--- config.mk ---
export PLATFORM = sky130hd
export DESIGN_NAME = sha1_byte_stream_hasher_core
export DESIGN_NICKNAME = d
export VERILOG_FILES = /design/src/rtl/sha1bh_pkg.sv /design/src/rtl/sha1bh_front.sv /design/src/rtl/sha1bh_compress.sv /design/src/rtl/sha1bh_back.sv /design/src/rtl/sha1_byte_stream_hasher_core.sv
export SDC_FILE = /design/constraint.sdc
export NUM_CORES = 2
export LEC_CHECK = 0
export BUFFER_PORTS_ARGS = -buffer_cell sky130_fd_sc_hd__clkbuf_2
export CELL_PAD_IN_SITES_DETAIL_PLACEMENT = 0
export CELL_PAD_IN_SITES_GLOBAL_PLACEMENT = 2
export CORE_ASPECT_RATIO = 1.25
export CORE_MARGIN = 5
export CORE_UTILIZATION = 47
export DETAILED_ROUTE_END_ITERATION = 10
export PLACE_DENSITY = 0.86
export SLEW_MARGIN = 5
export SYNTH_ARGS = -nofsm -noshare
export SYNTH_HDL_FRONTEND = slang
export SYNTH_SLANG_ARGS = --single-unit
--- constraint.sdc ---
create_clock -name clk -period 41.7 [get_ports clk]
set_clock_uncertainty 0.2 [all_clocks]
set_input_delay 0 -clock clk [delete_from_list [all_inputs] [get_ports clk]]
set_output_delay 0 -clock clk [all_outputs]
set_load 0.1 [all_outputs]
--- src/rtl/sha1bh_pkg.sv ---
package sha1bh_pkg;

  // Message length counter width (default, range 32..64)
  localparam int unsigned LENGTH_BITS_DEF = 64;

  // Request queue between front and back
  localparam int unsigned QUEUE_DEPTH = 4;
  localparam int unsigned QUEUE_AW    = $clog2(QUEUE_DEPTH);

  // Block geometry
  localparam int unsigned BLOCK_BYTES = 64;
  localparam int unsigned FILL_W      = $clog2(BLOCK_BYTES) + 1;
  localparam logic [FILL_W-1:0] LEN_FIELD_POS = FILL_W'(56);
  localparam int unsigned ROUNDS      = 80;
  localparam logic [6:0] LAST_ROUND   = 7'd79;

  // Padding
  localparam logic [7:0] PAD_MARK = 8'h80;
  localparam logic [7:0] PAD_ZERO = 8'h00;
  localparam logic [2:0] LAST_LEN_BYTE = 3'd7;

  // Digest output
  localparam logic [2:0] LAST_WORD_IDX = 3'd4;

  // Initial chaining words
  localparam logic [31:0] IV0 = 32'h67452301;
  localparam logic [31:0] IV1 = 32'hEFCDAB89;
  localparam logic [31:0] IV2 = 32'h98BADCFE;
  localparam logic [31:0] IV3 = 32'h10325476;
  localparam logic [31:0] IV4 = 32'hC3D2E1F0;

  // Round constants
  localparam logic [31:0] K0 = 32'h5A827999;
  localparam logic [31:0] K1 = 32'h6ED9EBA1;
  localparam logic [31:0] K2 = 32'h8F1BBCDC;
  localparam logic [31:0] K3 = 32'hCA62C1D6;

  typedef logic [4:0][31:0] chain_t;
  typedef logic [15:0][31:0] sched_t;

  // One queued request
  typedef struct packed {
    logic [7:0] data_byte;
    logic       has_byte;
    logic       end_of_message;
  } item_t;

  // Control from sequencer to compression unit
  typedef struct packed {
    logic start;
    logic init;
  } cmp_ctrl_t;

  typedef enum logic [2:0] {
    ST_ABSORB,
    ST_MARK,
    ST_ZERO,
    ST_LEN,
    ST_FINAL,
    ST_DRAIN,
    ST_EMIT
  } back_state_t;

endpackage

--- src/rtl/sha1bh_front.sv ---
module sha1bh_front (
  input  logic               clk,
  input  logic               rst_n,
  input  logic               in_valid,
  output logic               in_stall,
  input  logic [7:0]         in_data_byte,
  input  logic               in_has_byte,
  input  logic               in_end_of_message,
  output logic               item_valid,
  output sha1bh_pkg::item_t  item,
  input  logic               item_pop
);
  import sha1bh_pkg::*;

  item_t                 q_mem [QUEUE_DEPTH];
  logic [QUEUE_AW-1:0]   wr_ptr_r, rd_ptr_r;
  logic [QUEUE_AW:0]     count_r;
  logic                  accept;
  logic                  push;
  logic                  pop;

  // Requests with neither byte nor end are taken and dropped
  assign in_stall   = (count_r == (QUEUE_AW+1)'(QUEUE_DEPTH));
  assign accept     = in_valid & ~in_stall;
  assign push       = accept & (in_has_byte | in_end_of_message);
  assign item_valid = (count_r != '0);
  assign pop        = item_pop & item_valid;
  assign item       = q_mem[rd_ptr_r];

  // Queue storage
  always_ff @(posedge clk) begin
    if (push) begin
      q_mem[wr_ptr_r] <= '{data_byte: in_data_byte, has_byte: in_has_byte,
                           end_of_message: in_end_of_message};
    end
  end

  // Pointers and fill
  always_ff @(posedge clk) begin
    if (!rst_n) begin
      wr_ptr_r <= '0;
      rd_ptr_r <= '0;
      count_r  <= '0;
    end else begin
      if (push) wr_ptr_r <= wr_ptr_r + 1'b1;
      if (pop)  rd_ptr_r <= rd_ptr_r + 1'b1;
      if (push && !pop)      count_r <= count_r + 1'b1;
      else if (pop && !push) count_r <= count_r - 1'b1;
    end
  end

endmodule

--- src/rtl/sha1bh_compress.sv ---
module sha1bh_compress (
  input  logic                  clk,
  input  logic                  rst_n,
  input  sha1bh_pkg::cmp_ctrl_t ctrl,
  input  logic [511:0]          block,
  output logic                  busy,
  output sha1bh_pkg::chain_t    chain
);
  import sha1bh_pkg::*;

  logic        run_r, fin_r;
  logic [6:0]  rnd_r;
  logic [31:0] a_r, b_r, c_r, d_r, e_r;
  sched_t      w_r;
  chain_t      h_r;
  logic [31:0] f, k, t, w_new;

  assign busy  = run_r | fin_r;
  assign chain = h_r;

  // Round function and schedule expansion
  always_comb begin
    if (rnd_r inside {[7'd0:7'd19]}) begin
      f = (b_r & c_r) | (~b_r & d_r);
      k = K0;
    end else if (rnd_r inside {[7'd20:7'd39]}) begin
      f = b_r ^ c_r ^ d_r;
      k = K1;
    end else if (rnd_r inside {[7'd40:7'd59]}) begin
      f = (b_r & c_r) | (b_r & d_r) | (c_r & d_r);
      k = K2;
    end else begin
      f = b_r ^ c_r ^ d_r;
      k = K3;
    end
    t = {a_r[26:0], a_r[31:27]} + f + e_r + k + w_r[0];
    w_new = w_r[13] ^ w_r[8] ^ w_r[2] ^ w_r[0];
    w_new = {w_new[30:0], w_new[31]};
  end

  // Control
  always_ff @(posedge clk) begin
    if (!rst_n) begin
      run_r <= 1'b0;
      fin_r <= 1'b0;
      rnd_r <= '0;
    end else if (ctrl.start) begin
      run_r <= 1'b1;
      rnd_r <= '0;
    end else if (run_r) begin
      rnd_r <= rnd_r + 1'b1;
      if (rnd_r == LAST_ROUND) begin
        run_r <= 1'b0;
        fin_r <= 1'b1;
      end
    end else begin
      fin_r <= 1'b0;
    end
  end

  // Working variables and schedule window
  always_ff @(posedge clk) begin
    if (ctrl.start) begin
      a_r <= h_r[0];
      b_r <= h_r[1];
      c_r <= h_r[2];
      d_r <= h_r[3];
      e_r <= h_r[4];
      for (int i = 0; i < 16; i++) begin
        w_r[i] <= block[511-32*i -: 32];
      end
    end else if (run_r) begin
      a_r <= t;
      b_r <= a_r;
      c_r <= {b_r[1:0], b_r[31:2]};
      d_r <= c_r;
      e_r <= d_r;
      w_r <= {w_new, w_r[15:1]};
    end
  end

  // Chaining words
  always_ff @(posedge clk) begin
    if (!rst_n || ctrl.init) begin
      h_r <= {IV4, IV3, IV2, IV1, IV0};
    end else if (fin_r) begin
      h_r[0] <= h_r[0] + a_r;
      h_r[1] <= h_r[1] + b_r;
      h_r[2] <= h_r[2] + c_r;
      h_r[3] <= h_r[3] + d_r;
      h_r[4] <= h_r[4] + e_r;
    end
  end

endmodule

--- src/rtl/sha1bh_back.sv ---
module sha1bh_back #(
  parameter int unsigned LENGTH_BITS = sha1bh_pkg::LENGTH_BITS_DEF
) (
  input  logic              clk,
  input  logic              rst_n,
  input  logic              item_valid,
  input  sha1bh_pkg::item_t item,
  output logic              item_pop,
  output logic              out_valid,
  input  logic              out_stall,
  output logic [31:0]       out_digest_word,
  output logic [2:0]        out_word_index,
  output logic              out_last_word
);
  import sha1bh_pkg::*;

  localparam logic [LENGTH_BITS-1:0] BYTE_BITS = LENGTH_BITS'(8);

  back_state_t             state_r, state_nxt;
  logic [511:0]            buf_r;
  logic [FILL_W-1:0]       fill_r;
  logic [LENGTH_BITS-1:0]  bit_count_r;
  logic [2:0]              len_idx_r, len_idx_nxt;
  logic [2:0]              word_cnt_r, word_cnt_nxt;
  logic                    out_valid_r;
  logic [31:0]             out_word_r;
  logic [2:0]              out_idx_r;
  logic                    out_last_r;
  logic [63:0]             len64;
  logic                    room, full, busy;
  logic                    shift_en, add_bits, clr_bits, load_out;
  logic [7:0]              shift_byte;
  cmp_ctrl_t               cmp_ctrl;
  chain_t                  chain;

  sha1bh_compress u_compress (
    .clk   (clk),
    .rst_n (rst_n),
    .ctrl  (cmp_ctrl),
    .block (buf_r),
    .busy  (busy),
    .chain (chain)
  );

  assign full  = fill_r[FILL_W-1];
  assign room  = ~full;
  assign len64 = 64'(bit_count_r);

  // Sequencer: absorb, pad, final compress, emit
  always_comb begin
    state_nxt      = state_r;
    len_idx_nxt    = len_idx_r;
    word_cnt_nxt   = word_cnt_r;
    item_pop       = 1'b0;
    shift_en       = 1'b0;
    shift_byte     = PAD_ZERO;
    add_bits       = 1'b0;
    clr_bits       = 1'b0;
    load_out       = 1'b0;
    cmp_ctrl.start = full & ~busy;
    cmp_ctrl.init  = 1'b0;
    case (state_r)
      ST_ABSORB: begin
        if (item_valid && room) begin
          item_pop = 1'b1;
          if (item.has_byte) begin
            shift_en   = 1'b1;
            shift_byte = item.data_byte;
            add_bits   = 1'b1;
          end
          if (item.end_of_message) state_nxt = ST_MARK;
        end
      end
      ST_MARK: begin
        if (room) begin
          shift_en   = 1'b1;
          shift_byte = PAD_MARK;
          state_nxt  = ST_ZERO;
        end
      end
      ST_ZERO: begin
        if (fill_r == LEN_FIELD_POS) begin
          len_idx_nxt = '0;
          state_nxt   = ST_LEN;
        end else if (room) begin
          shift_en = 1'b1;
        end
      end
      ST_LEN: begin
        if (room) begin
          shift_en    = 1'b1;
          shift_byte  = len64[{~len_idx_r, 3'b000} +: 8];
          len_idx_nxt = len_idx_r + 1'b1;
          if (len_idx_r == LAST_LEN_BYTE) state_nxt = ST_FINAL;
        end
      end
      ST_FINAL: begin
        if (cmp_ctrl.start) state_nxt = ST_DRAIN;
      end
      ST_DRAIN: begin
        if (!busy) begin
          word_cnt_nxt = '0;
          state_nxt    = ST_EMIT;
        end
      end
      ST_EMIT: begin
        if (!out_valid_r || !out_stall) begin
          load_out     = 1'b1;
          word_cnt_nxt = word_cnt_r + 1'b1;
          if (word_cnt_r == LAST_WORD_IDX) begin
            cmp_ctrl.init = 1'b1;
            clr_bits      = 1'b1;
            state_nxt     = ST_ABSORB;
          end
        end
      end
      default: state_nxt = ST_ABSORB;
    endcase
  end

  // State and control registers
  always_ff @(posedge clk) begin
    if (!rst_n) begin
      state_r     <= ST_ABSORB;
      fill_r      <= '0;
      bit_count_r <= '0;
      len_idx_r   <= '0;
      word_cnt_r  <= '0;
    end else begin
      state_r    <= state_nxt;
      len_idx_r  <= len_idx_nxt;
      word_cnt_r <= word_cnt_nxt;
      if (cmp_ctrl.start) fill_r <= '0;
      else if (shift_en)  fill_r <= fill_r + 1'b1;
      if (clr_bits)      bit_count_r <= '0;
      else if (add_bits) bit_count_r <= bit_count_r + BYTE_BITS;
    end
  end

  // Block buffer: bytes shift in, first byte ends up on top
  always_ff @(posedge clk) begin
    if (shift_en) buf_r <= {buf_r[503:0], shift_byte};
  end

  // Output register
  always_ff @(posedge clk) begin
    if (!rst_n) begin
      out_valid_r <= 1'b0;
    end else if (load_out) begin
      out_valid_r <= 1'b1;
    end else if (!out_stall) begin
      out_valid_r <= 1'b0;
    end
  end

  always_ff @(posedge clk) begin
    if (load_out) begin
      out_word_r <= chain[word_cnt_r];
      out_idx_r  <= word_cnt_r;
      out_last_r <= (word_cnt_r == LAST_WORD_IDX);
    end
  end

  assign out_valid       = out_valid_r;
  assign out_digest_word = out_word_r;
  assign out_word_index  = out_idx_r;
  assign out_last_word   = out_last_r;

endmodule

--- src/rtl/sha1_byte_stream_hasher_core.sv ---
// Message bytes enter a 4-deep request queue and are absorbed one per cycle while the block buffer has room.
// A block compression (start, 80 rounds, chain add) overlaps with filling the next block.
// After the end request leaves the queue, padding and the final compression precede the first
// digest word, which comes later while an earlier compression is running; the five words
// follow back to back unless stalled.
// Synchronous active-low reset restores the initial chaining words and clears counts.
module sha1_byte_stream_hasher_core #(
  parameter int unsigned LENGTH_BITS = sha1bh_pkg::LENGTH_BITS_DEF
) (
  input  logic        clk,
  input  logic        rst_n,
  input  logic        in_valid,
  output logic        in_stall,
  input  logic [7:0]  in_data_byte,
  input  logic        in_has_byte,
  input  logic        in_end_of_message,
  output logic        out_valid,
  input  logic        out_stall,
  output logic [31:0] out_digest_word,
  output logic [2:0]  out_word_index,
  output logic        out_last_word
);
  import sha1bh_pkg::*;

  item_t item;
  logic  item_valid;
  logic  item_pop;

  // Front: accept and queue requests
  sha1bh_front u_front (
    .clk               (clk),
    .rst_n             (rst_n),
    .in_valid          (in_valid),
    .in_stall          (in_stall),
    .in_data_byte      (in_data_byte),
    .in_has_byte       (in_has_byte),
    .in_end_of_message (in_end_of_message),
    .item_valid        (item_valid),
    .item              (item),
    .item_pop          (item_pop)
  );

  // Back: buffer, padding, compression, digest output
  sha1bh_back #(
    .LENGTH_BITS (LENGTH_BITS)
  ) u_back (
    .clk             (clk),
    .rst_n           (rst_n),
    .item_valid      (item_valid),
    .item            (item),
    .item_pop        (item_pop),
    .out_valid       (out_valid),
    .out_stall       (out_stall),
    .out_digest_word (out_digest_word),
    .out_word_index  (out_word_index),
    .out_last_word   (out_last_word)
  );

endmodule

==> results_dict.tcl <==
set metrics [dict create \
    finalSetupViolations 0 \
    path_clk_slew_ns 0.07 \
    synth-xor-area-share 0.0377 \
    htreeDepth 4 \
    ys_seq_area_frac 0.606 \
    nets 6756 \
    slowest_delay_ns 0.58 \
    synth_warnings 0 \
    rows 159 \
    cp_top_family "compound AO/OA/AOI/OAI gates" \
    post-route-drc-count 0 \
    syn_area_per_cell_um2 11.1 \
    pwr-share-clk 0.363 \
    rsz0062_at_grt "no" \
    tritoncts "done" \
    p_switching_mw 0.958 \
    dominantRegCellSynth "edfxtp_1" \
    cp_slowest_cell "fa_1" \
    irDropWorstVdd_mv 0.0808 \
    required_ns 42.01 \
    die_y_um 444 \
    numCtsBuffers 156 \
    syn_nets 6726 \
    synth_edf_count 1260 \
    grt_pass1_vias 46200 \
    grt_overflow 0 \
    start_util 0.472 \
    hold_viol 0 \
    power_density_nw_per_um2 49.7 \
    first_pass_iters 5 \
    cp_max_fo 34 \
    synthCells 6379 \
    hpwl_um 124000 \
    cp.depth 25 \
    num_vias 46400 \
    layout-drive-gt1-share 0.0648 \
    cp-start-kind "register" \
    dieArea_um2 159000 \
    gp_congestion 0.903 \
    synth_area_um2 70900 \
    ys_async_sr_fraction 0 \
    synth_mux_area_frac 0.0295 \
    synth_fa_ha_area_frac 0.0721 \
    port_buffers 51 \
    period_needed_ns 7.37 \
    synthTopCellsByArea "edfxtp_1 (53%), nand2_1 (11%), dfxtp_1 (7.2%)" \
    synthDistinctLibCells 84 \
    swShare 0.245 \
    yosysTopAreaCellShare 0.533 \
    reg2reg_depth 25 \
    crit_type "reg2reg" \
    cts_sinks 1516 \
    seq_power_share 0.577 \
    cpMostUsedCell "a21oi_1" \
    p_comb_frac 0.060 \
    grt_usage 0.231 \
    insertion_delay_ns 0.79 \
    worst-endpoint-arrival_ns 7.68 \
    period_share 0.177 \
    hold_path_depth 6 \
    p_int_mw 2.95 \
    slew_viol_final 0 \
    ys_ff_latch 1516 \
    max_slew.worst_pin.slew_ns 1.28 \
    grt_pass1_wl_um 281000 \
    hp-class "in2reg" \
    die_w_um 358 \
    grt_max_degree 211 \
    boundaryPins 52 \
    cts_root_buf "clkbuf_16" \
    dp_worst_setup_slack_ns 34.31 \
    clk_path_buf_depth 3 \
    drv_cap 0 \
    wirelength_um 184000 \
    path_buf_inv 5 \
    core_um2 150000 \
    wl_per_cell_um 21.5 \
    antenna_found_initial 2 \
    antenna_left 0 \
    p_leak_nw 30.0 \
    endpoint_kind "register" \
    yosysTopAreaCell "edfxtp_1" \
    drt_iter0_drc 3467 \
    setup_tns_ns 0 \
    nFillCells 13200 \
    status "completed" \
    synth-simple-area-share 0.152 \
    setup_ws_ns 34.33 \
    drt-vias-per-instance 5.42 \
    max_freq_mhz 136 \
    area_growth_syn_to_layout_pct 10.9 \
    synth_compound_area_frac 0.0755 \
    slew-limit-headroom 0.123 \
    synth_top_family_by_area "simple AND/OR/NAND/NOR gates" \
]
[sequential cells by signal, summed over array words and instances (netlist names), 7 cells and up, named ones only]
signal and cells:
u_back.u_compress.c_r 32, u_back.u_compress.b_r 32, u_back.bit_count_r 61, u_back.u_compress.w_r 512
u_back.buf_r 512, u_back.out_digest_word 32, u_back.fill_r 7, u_back.u_compress.rnd_r 7
u_front.q_mem 40, u_back.u_compress.a_r 32, u_back.u_compress.d_r 32, u_back.u_compress.chain 160
u_back.u_compress.e_r 32
[routing by layer]
layer	global-route usage	wire [µm]
met3	0.0288	6560
met4	0.0894	7690
met2	0.399	92900
met5	0	0
met1	0.296	77100
[what timing repair did]
action                    CTS  global route
hold endpoints to repair  253             0
setup buffers               0             0
hold buffers               26             0
gates resized for setup     0             0
[layout by cell type (no fill, tap or decap), types with 45 or more instances in the layout]
cell type,synthesis,routed
o21ai_0,306,306
ha_1,207,207
clkbuf_2,0,51
xor2_1,93,93
fa_1,126,126
mux2i_1,83,83
xnor2_1,212,212
nor3_1,45,45
clkbuf_16,0,161
dfxtp_1,256,253
mux4_2,55,55
nand2_1,2062,2060
nor2_1,332,330
inv_1,269,267
edfxtp_1,1260,1260
nand3_1,50,50
a21oi_1,222,221
a21o_1,84,84
[power by group through the flow]
| stage | logic (mW) | clock network [mW] | registers, mW |
|---|---|---|---|
| 6_report | 0.233 | 1.42 | 2.26 |
| 5_1_grt | 0.256 | 1.52 | 2.29 |
| 4_1_cts | 0.242 | 1.46 | 2.26 |
| 3_5_place_dp | 0.241 | 0 | 2.28 |
| 3_3_place_gp | 0.234 | 0 | 2.27 |
| 2_1_floorplan | 0.160 | 0 | 2.42 |
[worst paths after layout]
kind | start | to | slack (ns)
worst max-delay path | u_back.u_compress.rnd_r[0] | u_back.u_compress.a_r[30] | 34.33
worst min-delay path | in_valid | u_front.wr_ptr_r[0] | 0.08
worst max register to register | u_back.u_compress.rnd_r[0] | u_back.u_compress.a_r[30] | 34.33
worst min register to register | u_back.buf_r[374] | u_back.buf_r[382] | 0.24
[worst register-to-register path, cell delays in order, from the launching register on]
cell	delay (ns)
dfxtp_1	0.34
ha_1	0.25
nor3_1	0.29
or3_1	0.16
a211o_1	0.12
buf_4	0.45
inv_1	0.24
nor2_2	0.43
buf_4	0.30
inv_2	0.23
nor2_1	0.16
nor2_1	0.06
fa_1	0.47
fa_1	0.58
inv_1	0.06
ha_1	0.29
a21o_1	0.16
a21oi_1	0.26
o211ai_1	0.15
a21oi_1	0.34
o21ai_0	0.36
o31ai_1	0.55
o21ai_0	0.17
a31o_2	0.27
xnor2_1	0.14
a21oi_1	0.08
[cells in the mapped netlist (19+ instances only)]
library cell and n:
a21o_1 84, mux2i_1 83, nand3_1 50, o22ai_1 19
xnor2_1 212, o21a_1 30, clkbuf_1 230, fa_1 126
nor2b_1 28, nor2_1 332, ha_1 207, dfxtp_1 256
inv_1 269, nand2b_1 25, nor3_1 45, a31oi_1 22
and3_1 28, or3_1 29, a21oi_1 222, edfxtp_1 1260
buf_1 19, xor2_1 93, o21bai_1 22, mux4_2 55
o21ai_0 306, nand2_1 2062, a211oi_1 26, nand4_1 30
[logic make-up after synthesis]
group	Yosys count
xor gates and xnor gates	305
muxes	140
DFF	1516
adders and majority gates	333
and+or+nand+nor	2688
buffers and inverters	524
AOI/OAI and AO/OA	873
[through the flow]
stage | power (mW) | std cells | area [µm²] | util | hold slack (ns)
3_5_place_dp | 2.52 | 8237 | 73300 | 0.488 | 0.0336
6_report | 3.91 | 8552 | 78700 | 0.524 | 0.0790
3_3_place_gp | 2.51 | 8237 | 73300 | 0.488 | 0.0177
2_1_floorplan | 2.58 | 6379 | 70900 | - | -0.101
4_1_cts | 3.96 | 8551 | 78700 | 0.524 | 0.00378
5_1_grt | 4.06 | 8552 | 78700 | 0.524 | 0.0636
[final cells by class]
class / count / area, µm² / share of cell area
diodes: 1 / 2.50 / 0.0000318
clock buffers: 201 / 4260 / 0.0541
clock inverters: 87 / 903 / 0.0115
inverters: 272 / 1020 / 0.0130
multi-input cells: 4339 / 26100 / 0.331
flip-flops and latches: 1516 / 43000 / 0.546
well taps: 2012 / 2520 / 0.0320
repair buffers: 124 / 968 / 0.0123
Power figures use the tool's default switching activity.
